--- config.mk ---
export PLATFORM = sky130hd
export DESIGN_NAME = ect_lowbit
export DESIGN_NICKNAME = d
export VERILOG_FILES = /design/src/hw/rtl/ect_pkg.sv /design/src/hw/rtl/ect_lowbit.sv
export SDC_FILE = /design/constraint.sdc
export NUM_CORES = 1
export LEC_CHECK = 0
export BUFFER_PORTS_ARGS = -buffer_cell sky130_fd_sc_hd__buf_2
export CORE_MARGIN = 3
export CORE_UTILIZATION = 57
export DETAILED_ROUTE_END_ITERATION = 10
export PLACE_DENSITY = 0.92
export SLEW_MARGIN = 10
export SYNTH_ARGS = -nofsm -noshare
export SYNTH_HDL_FRONTEND = slang
export SYNTH_SLANG_ARGS = --single-unit
--- constraint.sdc ---
create_clock -name clk -period 4.45 [get_ports clk]
set_input_delay 0.2225 -clock clk [delete_from_list [all_inputs] [get_ports clk]]
set_output_delay 0.2225 -clock clk [all_outputs]
set_load 0.02 [all_outputs]
--- src/hw/rtl/ect_pkg.sv ---
package ect_pkg;

    // default sizes of the table
    localparam int RULES_DEF       = 64;
    localparam int MAX_CLASSES_DEF = 256;

    // fixed field widths
    localparam int MAP_W   = 64;
    localparam int ID_W    = 8;
    localparam int BEST_W  = 7;
    localparam int CHUNK_W = 8;
    localparam int OUT_W   = 24;

    // command codes carried in the request selector
    localparam logic CMD_CLASSIFY = 1'b0;
    localparam logic CMD_CLEAR    = 1'b1;

    // control from the sequencer to the lowest-bit finder
    typedef struct packed {
        logic start;
    } lb_ctl_t;

    // status back from the lowest-bit finder
    typedef struct packed {
        logic              done;
        logic [BEST_W-1:0] best;
    } lb_stat_t;

endpackage

--- src/hw/rtl/ect_lowbit.sv ---
module ect_lowbit
    import ect_pkg::*;
#(
    parameter int RULES = RULES_DEF,
    localparam int NCH  = (RULES + CHUNK_W - 1) / CHUNK_W,
    localparam int KW   = (NCH > 1) ? $clog2(NCH) : 1
)
(
    input  logic             clk,
    input  logic             rst_n,
    input  lb_ctl_t          ctl,
    input  logic [RULES-1:0] map,
    output lb_stat_t         stat
);

    logic                   busy_reg, busy_next;
    logic [KW-1:0]          k_reg, k_next;
    logic [NCH*CHUNK_W-1:0] map_reg, map_next;
    logic                   done_reg, done_next;
    logic [BEST_W-1:0]      best_reg, best_next;
    logic [CHUNK_W-1:0]     chunk;
    logic [2:0]             pe;

    // one byte of the bitmap examined per cycle
    assign chunk = map_reg[k_reg*CHUNK_W +: CHUNK_W];

    // priority encoder over the current byte
    always_comb
    begin
        pe = 3'd0;
        for (int i = CHUNK_W - 1; i >= 0; i--)
        begin
            if (chunk[i])
            begin
                pe = 3'(i);
            end
        end
    end

    // search sequencer
    always_comb
    begin
        busy_next = busy_reg;
        k_next    = k_reg;
        map_next  = map_reg;
        done_next = 1'b0;
        best_next = best_reg;
        if (ctl.start)
        begin
            busy_next = 1'b1;
            k_next    = '0;
            map_next  = (NCH*CHUNK_W)'(map);
        end
        else if (busy_reg)
        begin
            if (chunk != '0)
            begin
                best_next = (BEST_W'(k_reg) << 3) + BEST_W'(pe) + BEST_W'(1);
                busy_next = 1'b0;
                done_next = 1'b1;
            end
            else if (k_reg == KW'(NCH - 1))
            begin
                best_next = '0;
                busy_next = 1'b0;
                done_next = 1'b1;
            end
            else
            begin
                k_next = k_reg + KW'(1);
            end
        end
    end

    always_ff @(posedge clk or negedge rst_n)
    begin
        if (!rst_n)
        begin
            busy_reg <= 1'b0;
            done_reg <= 1'b0;
            k_reg    <= '0;
        end
        else
        begin
            busy_reg <= busy_next;
            done_reg <= done_next;
            k_reg    <= k_next;
        end
    end

    // payload
    always_ff @(posedge clk)
    begin
        map_reg  <= map_next;
        best_reg <= best_next;
    end

    assign stat.done = done_reg;
    assign stat.best = best_reg;

endmodule

==> flow_metrics.py, run 1 <==
metrics = {
    "global_route": {
        "antenna_found_initial": 0,
        "grt_pass1_vias": 1835,
        "gr-total-overflow": 0,
        "grt_pass1_wl_mm": 8.652,
        "grt_max_degree": 42,
        "grt_usage": 0.1848,
    },
    "layout": {
        "final_common_cell": "buf_2",
        "nets": 329,
        "largest_reg_flops": 64,
        "antenna_cells": 0,
        "final_cell_mix": "74 x buf_2, 71 x edfxtp_1, 14 x mux2i_1, 14 x nand2_1, 9 x clkbuf_8",
        "utilization": 0.7261,
        "area_growth_pct": 19.08,
        "layout-drive-gt1-share": 0.3977,
    },
    "critical_path": {
        "r2r_cells": 10,
        "rr_startpoint": "k_reg[0]",
        "crit_required_ns": 4.63,
        "rrSetupSlack_ns": 1.05,
        "cp.arrival_ns": 3.58,
        "worstSetupPathType": "flop to flop",
        "critPathMaxFanout": 19,
        "worstSetupStartpointType": "flop",
        "worstSetupEndpointType": "flop",
        "r2r_end": "best_reg[4]",
    },
    "clock_network": {
        "insertion_delay_ns": 0.33,
        "cts_tree": "done",
        "cts.path.max_buffers": 2,
        "cts.sinks": 76,
        "cts_max_level": 3,
        "clkTransAtPathRegs_ns": 0.07,
        "clockRootBuffer": "clkbuf_8",
        "post_cts_resized": 0,
        "numCtsBuffers": 9,
    },
    "route": {
        "vias": 1799,
        "drc": 0,
        "drt-pass1-iter-count": 4,
        "ant_nets": 0,
        "drt_iter0_markers": 105,
        "vias_per_cell": 5.386,
        "avgRoutedWirePerCell_um": 16.30,
        "drt_wl_total_mm": 5.445,
    },
    "timing": {
        "fmax_mhz": 294.5,
        "rsz0062_at_grt": "false",
        "tns_ns": 0,
        "skew_ns": 0.008201,
        "setup_violations": 0,
        "slew_violations": 0,
        "worst_slew_pin_slew_ns": 0.8712,
        "timing.final.hold_violations": 0,
        "slew_headroom": 0.4192,
        "fin_crit_sh": 0.7631,
        "period_needed_ns": 3.396,
    },
    "floorplanning": {
        "placementRows": 26,
        "initial_core_util": 0.6097,
        "die_height_um": 81.32,
        "io_pins": 75,
        "die_w_um": 81.32,
        "die-area_um2": 6612,
        "core_um2": 5303,
    },
    "pwr": {
        "power_switching_uw": 288.0,
        "cellPowerDensity_nw_per_um2": 386.9,
        "power_leakage_nw": 1.494,
        "combPwrFrac": 0.065,
        "seqPwrFrac": 0.572,
        "internal-power_mw": 1.201,
        "clkPwrFrac": 0.362,
        "peakVddDrop_mv": 0.3360,
        "swShare": 0.1934,
    },
    "synth": {
        "ys_seq_area_frac": 0.6981,
        "synth_simple_gate_area_share": 0.07392,
        "synth_mux_area_frac": 0.1490,
        "yosys_register_bits": 76,
        "synth.distinct_cells": 43,
        "synth_xor_area_frac": 0,
        "syn_area_um2": 3233,
        "synthCells": 179,
        "synth_compound_area_frac": 0.03947,
        "yosysWarnings": 0,
        "synth_fa_ha_area_frac": 0.01161,
        "syn_nets": 249,
        "synth_top_family_by_area": "multiplexers",
        "syn_avg_cell_area_um2": 18.06,
    },
    "worst_hold_path": {
        "min_from": "map[29]",
        "worst_hold_path.endpoint": "map_reg[29]",
        "hp-class": "primary input to flop",
        "hold_depth": 1,
    },
    "run": {
        "drv_cap": 0,
    },
    "placement": {
        "port_buffers": 74,
        "dpl.hpwl_mm": 4.037,
        "gp_congestion": 0.7417,
    },
    "status": {
        "status": "finished, final reports clean",
    },
}
==> logic make-up after synthesis <==
logic type | count (synthesis)
buffers and inverters | 11
AOI/OAI and AO/OA | 18
muxes | 30
and+or+nand+nor | 41
adders and majority gates | 3
DFF | 76
==> power by group through the flow <==
stage / combinational [mW] / sequential [mW] / clock (mW)
after floorplan: 0.0421 / 0.866 / 0
after global placement: 0.0936 / 0.865 / 0
after detailed placement: 0.0972 / 0.869 / 0
after CTS: 0.0987 / 0.853 / 0.550
after global routing: 0.108 / 0.856 / 0.583
final: 0.0974 / 0.852 / 0.540
==> area by class of cell <==
| class | instances | area [um2] |
|---|---|---|
| Timing Repair Buffer | 77 | 395.4 |
| Inverter | 3 | 16.27 |
| Clock inverter | 5 | 76.32 |
| Multi-Input combinational cell | 92 | 885.9 |
| Clock buffer | 11 | 131.4 |
| Fill cell | 343 | 1453 |
| Sequential cell | 76 | 2257 |
| Tap cell | 70 | 87.58 |
==> per-layer routing <==
layer / vias up / track usage / share of wire
met1: 864 / 0.2172 / 0.38
li1: 871 / - / -
met3: 8 / 0.04878 / 0.055
met5: - / 0 / 0
met2: 56 / 0.3078 / 0.55
met4: 0 / 0.1030 / 0.014
==> critical path, cell delays in order, from the launching register on <==
cell and delay [ns]:
dfrtp_1 0.88, mux4_1 0.64, mux2i_1 0.30, o21ai_1 0.15
a21oi_1 0.26, o21ai_0 0.16, and2_1 0.18, ha_1 0.22
and2_1 0.18, o21ai_0 0.15, o2bb2ai_1 0.13
==> stage by stage <==
stage | total power [mW] | worst slack [ns] | std cells | hold slack, ns | area, um2
floorplan | 0.9077 | 1.876 | 179 | -0.07309 | 3233
global placement | 0.9588 | 1.312 | 317 | 0.04253 | 3632
detailed placement | 0.9658 | 1.143 | 317 | 0.04103 | 3632
CTS | 1.502 | 1.030 | 334 | 0.04094 | 3850
global route | 1.547 | 0.8627 | 334 | 0.03180 | 3850
finish | 1.489 | 1.054 | 334 | 0.05785 | 3850
==> synthesized netlist by cell type (all sizes together) <==
master   instances  area [um2]
a21boi           1       7.510
a21oi            4       20.02
a22oi            1       7.510
and2             5       35.04
and3             2       12.51
and4             1       8.760
and4b            1       10.01
buf              7       70.06
clkbuf           1       3.750
dfrtp            5       125.1
edfxtp          71        2132
ha               3       37.54
inv              3       16.27
mux2             4       45.04
mux2i           14       140.1
mux4            12       296.5
nand2           14       52.55
nand2b           2       12.51
nand3            3       15.01
nand4            2       12.51
nor2             3       11.26
nor2b            2       22.52
nor3             1       5.000
o2111ai          1       15.01
o211a            3       30.03
o21a             1       7.510
o21ai            5       25.02
o22ai            1       6.260
o2bb2ai          1       8.760
or2              1       6.260
or2b             2       15.01
or3              1       11.26
or3b             1       8.760
==> worst max-delay path by stage <==
stage / start / endpoint / slack [ns] / depth (start not counted)
after floorplan: k_reg[0] / best_reg[4] / 1.88 / 11
after global placement: k_reg[0] / best_reg[4] / 1.31 / 10
after detailed placement: k_reg[0] / best_reg[4] / 1.14 / 10
after CTS: k_reg[0] / best_reg[4] / 1.03 / 10
after global routing: k_reg[0] / best_reg[4] / 0.86 / 10
final: k_reg[0] / best_reg[4] / 1.05 / 10
==> repair_timing <==
item / 4_1_cts / 5_1_grt
endpoints found under the hold margin: 5 / 0
setup endpoints to repair: 0 / 0
setup buffers: 0 / 0
hold buffers: 1 / 0
(Power assumes the default switching activity.)
==> run 2, diff against run 1 <==
- CORE_UTILIZATION: 57 -> 48
- PLACE_DENSITY: 0.92 -> 0.83
- clock period: 4.45 -> 3.1 ns (I/O delays scaled with it)
==> flow_metrics.py, run 2 (synthesized netlist as in run 1, its figures left out) <==
metrics = {
    "layout": {
        "antenna_cells": 0,
        "final_cell_mix": "74 x buf_2, 71 x edfxtp_1, 65 x dlygate4sd3_1",
        "fin_area_um2": 4544,
        "final_common_cell": "buf_2",
        "area_growth_pct": 40.56,
        "nets": 397,
        "largest_reg_flops": 64,
        "layout-drive-gt1-share": 0.3373,
    },
    "clock_network": {
        "cts_hold_buf": 65,
        "post_cts_resized": 0,
        "cts.sinks": 76,
        "cts_tree": "done",
        "numCtsBuffers": 9,
        "clockRootBuffer": "clkbuf_8",
        "cts_max_level": 3,
        "insertion_delay_ns": 0.35,
        "cts.path.max_buffers": 2,
        "cts_setup_buffers": 0,
        "clkTransAtPathRegs_ns": 0.08,
    },
    "critical_path": {
        "critPathMaxFanout": 12,
        "r2r_cells": 11,
        "cp.arrival_ns": 3.04,
        "rrSetupSlack_ns": 0.26,
        "cp-startpoint": "k_reg[0]",
        "worstSetupPathType": "flop to flop",
        "crit_required_ns": 3.30,
        "worstSetupStartpointType": "flop",
        "r2r_end": "best_reg[4]",
        "rr_startpoint": "k_reg[0]",
        "worstSetupEndpointType": "flop",
    },
    "global_route": {
        "grt_pass1_vias": 2223,
        "gr-total-overflow": 0,
        "grt_usage": 0.1971,
        "antenna_found_initial": 0,
        "grt_max_degree": 41,
        "grt_pass1_wl_mm": 11.08,
    },
    "timing": {
        "period_needed_ns": 2.836,
        "slew_violations": 0,
        "skew_ns": 0.009346,
        "rsz0062_at_grt": "false",
        "tns_ns": 0,
        "timing.final.hold_violations": 0,
        "setup_violations": 0,
        "fin_crit_sh": 0.9149,
        "worst_slew_pin_slew_ns": 0.6174,
        "holdWs_ns": 0.1581,
        "fmax_mhz": 352.6,
        "slew_headroom": 0.5884,
    },
    "route": {
        "avgRoutedWirePerCell_um": 16.95,
        "vias_per_cell": 5.081,
        "drt_wl_total_mm": 6.934,
        "drt_iter0_markers": 128,
        "drc": 0,
        "drt-pass1-iter-count": 4,
        "vias": 2078,
        "ant_nets": 0,
    },
    "floorplanning": {
        "die_height_um": 88.07,
        "initial_core_util": 0.5034,
        "die-area_um2": 7756,
        "die_w_um": 88.07,
        "io_pins": 75,
        "placementRows": 29,
        "core_um2": 6422,
    },
    "placement": {
        "port_buffers": 74,
        "dpl.hpwl_mm": 4.032,
        "placed_area_um2": 3671,
        "gp_congestion": 0.7313,
    },
    "pwr": {
        "cellPowerDensity_nw_per_um2": 498.9,
        "power_leakage_nw": 1.793,
        "peakVddDrop_mv": 0.4196,
    },
    "worst_hold_path": {
        "hp-class": "primary input to async pin",
    },
    "status": {
        "status": "finished, final reports clean",
    },
    "run": {
        "drv_cap": 0,
    },
}
[run 2: cell types whose count changed in the layout (fill, tap and decap cells not counted), sizes merged]
cell	before	now
dlygate4sd3	1	65
buf	76	80
inv	3	5
clkbuf	11	9
[run 2: per-stage QoR]
step | utilization | worst slack [ns] | total power [mW] | std cells
2_1_floorplan | - | 0.5262 | 1.303 | 179
3_3_place_gp | 0.5716 | 0.3882 | 1.382 | 328
3_5_place_dp | 0.5716 | 0.2936 | 1.387 | 328
4_1_cts | 0.7076 | 0.2663 | 2.269 | 409
5_1_grt | 0.7076 | 0.07979 | 2.361 | 409
6_report | 0.7076 | 0.2639 | 2.267 | 409
[run 2: per-layer routing]
layer,track usage,routed length [um],up-vias
met3,0.06021,338,12
met2,0.3500,3761,65
met5,0,0,-
li1,-,-,1007
met1,0.2256,2684,994
met4,0.07005,150,0
[run 2: worst max path at each step]
stage	to	slack, ns	cells after the start
3_3_place_gp	best_reg[4]	0.39	11
3_5_place_dp	best_reg[4]	0.29	11
6_report	best_reg[4]	0.26	11
5_1_grt	best_reg[4]	0.08	11
4_1_cts	best_reg[4]	0.27	11
2_1_floorplan	best_reg[4]	0.53	11
[run 2: final cells by class]
cell class                      instances  area [um2]
Clock inverter                          7       98.84
Clock buffer                            9       123.9
Inverter                                3       16.27
Sequential cell                        76        2257
Tap cell                               77       96.34
Multi-Input combinational cell         92       885.9
Fill cell                             389        1878
Timing Repair Buffer                  145        1066
[run 2: power by group]
| part | switching (mW) | leakage, nW | internal (mW) |
|---|---|---|---|
| Sequential | 0.0215 | 0.760 | 1.20 |
| Clock | 0.377 | 0.110 | 0.459 |
| Combinational | 0.0827 | 0.922 | 0.124 |
[run 2: critical path, stage by stage (launching register included)]
cell       delay, ns
dfrtp_1         0.33
buf_4           0.21
mux4_1          0.58
mux2i_1         0.24
o21ai_1         0.11
a21oi_1         0.23
o21ai_0         0.14
and2_1          0.18
ha_1            0.23
and2_1          0.18
o21ai_0         0.14
o2bb2ai_1       0.12
==> run 3, diff against run 2 <==
- CORE_MARGIN: 3 -> 1
- SLEW_MARGIN: 10 -> 15
==> flow_metrics.py, run 3 (synthesized netlist as in run 1, its figures left out) <==
metrics = {
    "clock_network": {
        "clkTransAtPathRegs_ns": 0.08,
        "cts_max_level": 3,
        "cts.path.max_buffers": 2,
        "cts.sinks": 76,
        "numCtsBuffers": 9,
        "cts_tree": "done",
        "clockRootBuffer": "clkbuf_8",
        "insertion_delay_ns": 0.35,
    },
    "timing": {
        "tns_ns": 0,
        "setup_ws_ns": 0.2068,
        "skew_ns": 0.007894,
        "holdWs_ns": 0.1472,
        "slew_violations": 0,
        "fin_crit_sh": 0.9333,
        "setup_violations": 0,
        "timing.final.hold_violations": 0,
        "rsz0062_at_grt": "false",
        "slew_headroom": 0.5902,
        "fmax_mhz": 345.6,
        "period_needed_ns": 2.893,
        "worst_slew_pin_slew_ns": 0.6148,
    },
    "critical_path": {
        "slowest_delay_ns": 0.60,
        "worstSetupStartpointType": "flop",
        "crit_required_ns": 3.30,
        "worstSetupEndpointType": "flop",
        "r2r_cells": 11,
        "rr_startpoint": "k_reg[0]",
        "cp.arrival_ns": 3.10,
        "critPathMaxFanout": 12,
        "rrSetupSlack_ns": 0.21,
        "worstSetupPathType": "flop to flop",
        "r2r_end": "best_reg[4]",
        "worstPathCellList": "buf_4 > mux4_1 > mux2i_2 > o21ai_1 > a21oi_1 > o21ai_0 > and2_1 > ha_1 > and2_1 > o21ai_0 > o2bb2ai_1",
        "crit_slowest_cell": "mux4_1",
    },
    "layout": {
        "area_growth_pct": 38.74,
        "layout-drive-gt1-share": 0.3313,
        "final_cells": 409,
        "antenna_cells": 0,
        "final_cell_mix": "74 x buf_2, 71 x edfxtp_1, 65 x dlygate4sd3_1",
        "largest_reg_flops": 64,
        "final_common_cell": "buf_2",
        "nets": 397,
    },
    "status": {
        "status": "complete, but fails checks",
        "violations": "design-rule violations",
    },
    "global_route": {
        "grt_pass1_wl_mm": 11.25,
        "grt_usage": 0.2198,
        "gr-total-overflow": 0,
        "grt_pass1_vias": 2358,
        "grt_max_degree": 42,
        "antenna_found_initial": 0,
    },
    "placement": {
        "placed_cells": 328,
        "port_buffers": 74,
        "dp_worst_setup_slack_ns": 0.1989,
        "dpl.hpwl_mm": 4.049,
        "gp_congestion": 0.7623,
    },
    "pwr": {
        "power_leakage_nw": 1.761,
        "combPwrFrac": 0.102,
        "clkPwrFrac": 0.307,
        "swShare": 0.2210,
        "power_switching_uw": 457.7,
        "peakVddDrop_mv": 0.3688,
        "seqPwrFrac": 0.592,
        "internal-power_mw": 1.614,
        "cellPowerDensity_nw_per_um2": 461.8,
    },
    "floorplanning": {
        "die_w_um": 84.07,
        "die_height_um": 84.07,
        "placementRows": 29,
        "io_pins": 75,
        "core_um2": 6422,
        "die-area_um2": 7068,
        "initial_core_util": 0.5034,
    },
    "worst_hold_path": {
        "hp-class": "primary input to async pin",
    },
    "route": {
        "vias": 2132,
        "ant_nets": 0,
        "drt_iter0_markers": 143,
        "avgRoutedWirePerCell_um": 17.25,
        "drt-pass1-iter-count": 7,
        "drt_wl_total_mm": 7.056,
        "vias_per_cell": 5.213,
        "drc": 2,
    },
    "run": {
        "drv_cap": 0,
    },
}
run 3: worst max-delay path by stage:
| stage | startpoint | end | slack [ns] | cells after the start |
|---|---|---|---|---|
| 3_5_place_dp | k_reg[0] | best_reg[4] | 0.20 | 11 |
| 6_report | k_reg[0] | best_reg[4] | 0.21 | 11 |
| 5_1_grt | k_reg[0] | best_reg[4] | 0.02 | 11 |
| 2_1_floorplan | k_reg[0] | best_reg[4] | 0.53 | 11 |
| 3_3_place_gp | k_reg[0] | best_reg[4] | 0.40 | 11 |
| 4_1_cts | k_reg[0] | best_reg[4] | 0.16 | 11 |
run 3: metrics by stage:
stage | power (mW) | util | instance area (um2)
floorplan | 1.303 | - | 3233
global placement | 1.381 | 0.5716 | 3671
CTS | 2.071 | 0.6978 | 4482
finish | 2.071 | 0.6984 | 4486
detailed placement | 1.390 | 0.5716 | 3671
global route | 2.144 | 0.6984 | 4486
run 3: final cells by class:
class / count / area, um2
clock buffers: 11 / 131.4
inverters: 3 / 16.27
flip-flops and latches: 76 / 2257
clock inverters: 5 / 28.78
repair buffers: 145 / 1066
multi-input cells: 92 / 889.6
fillers: 410 / 1937
well taps: 77 / 96.34
run 3: timing repair:
| action | in CTS | in global routing |
|---|---|---|
| hold buffers | 65 | 0 |
| hold endpoints to repair | 69 | 0 |
| setup endpoints to repair | 0 | 1 |
| gates resized for setup | 0 | 1 |
| setup buffers | 0 | 0 |
run 3: power groups by stage:
stage          sequential [mW]  combinational [mW]  clock (mW)
2_1_floorplan             1.24              0.0605           0
3_3_place_gp              1.24               0.138           0
3_5_place_dp              1.25               0.141           0
4_1_cts                   1.23               0.204       0.641
5_1_grt                   1.23               0.227       0.685
6_report                  1.23               0.211       0.635
run 3: metal layers:
layer,global-route usage,vias to the layer above,wire [um]
met5,0,-,0
met3,0.06330,23,367
li1,-,1008,-
met4,0.1129,0,227
met2,0.3987,75,3792
met1,0.2303,1026,2670
run 3: worst max-delay path, delay by kind of cell (launching register included):
kind | cells | cell delay, ns
AOI/OAI and AO/OA | 5 | 0.79
adders and majority gates | 1 | 0.22
buffers and inverters | 1 | 0.21
DFF | 1 | 0.33
muxes | 2 | 0.83
and+or+nand+nor | 2 | 0.36
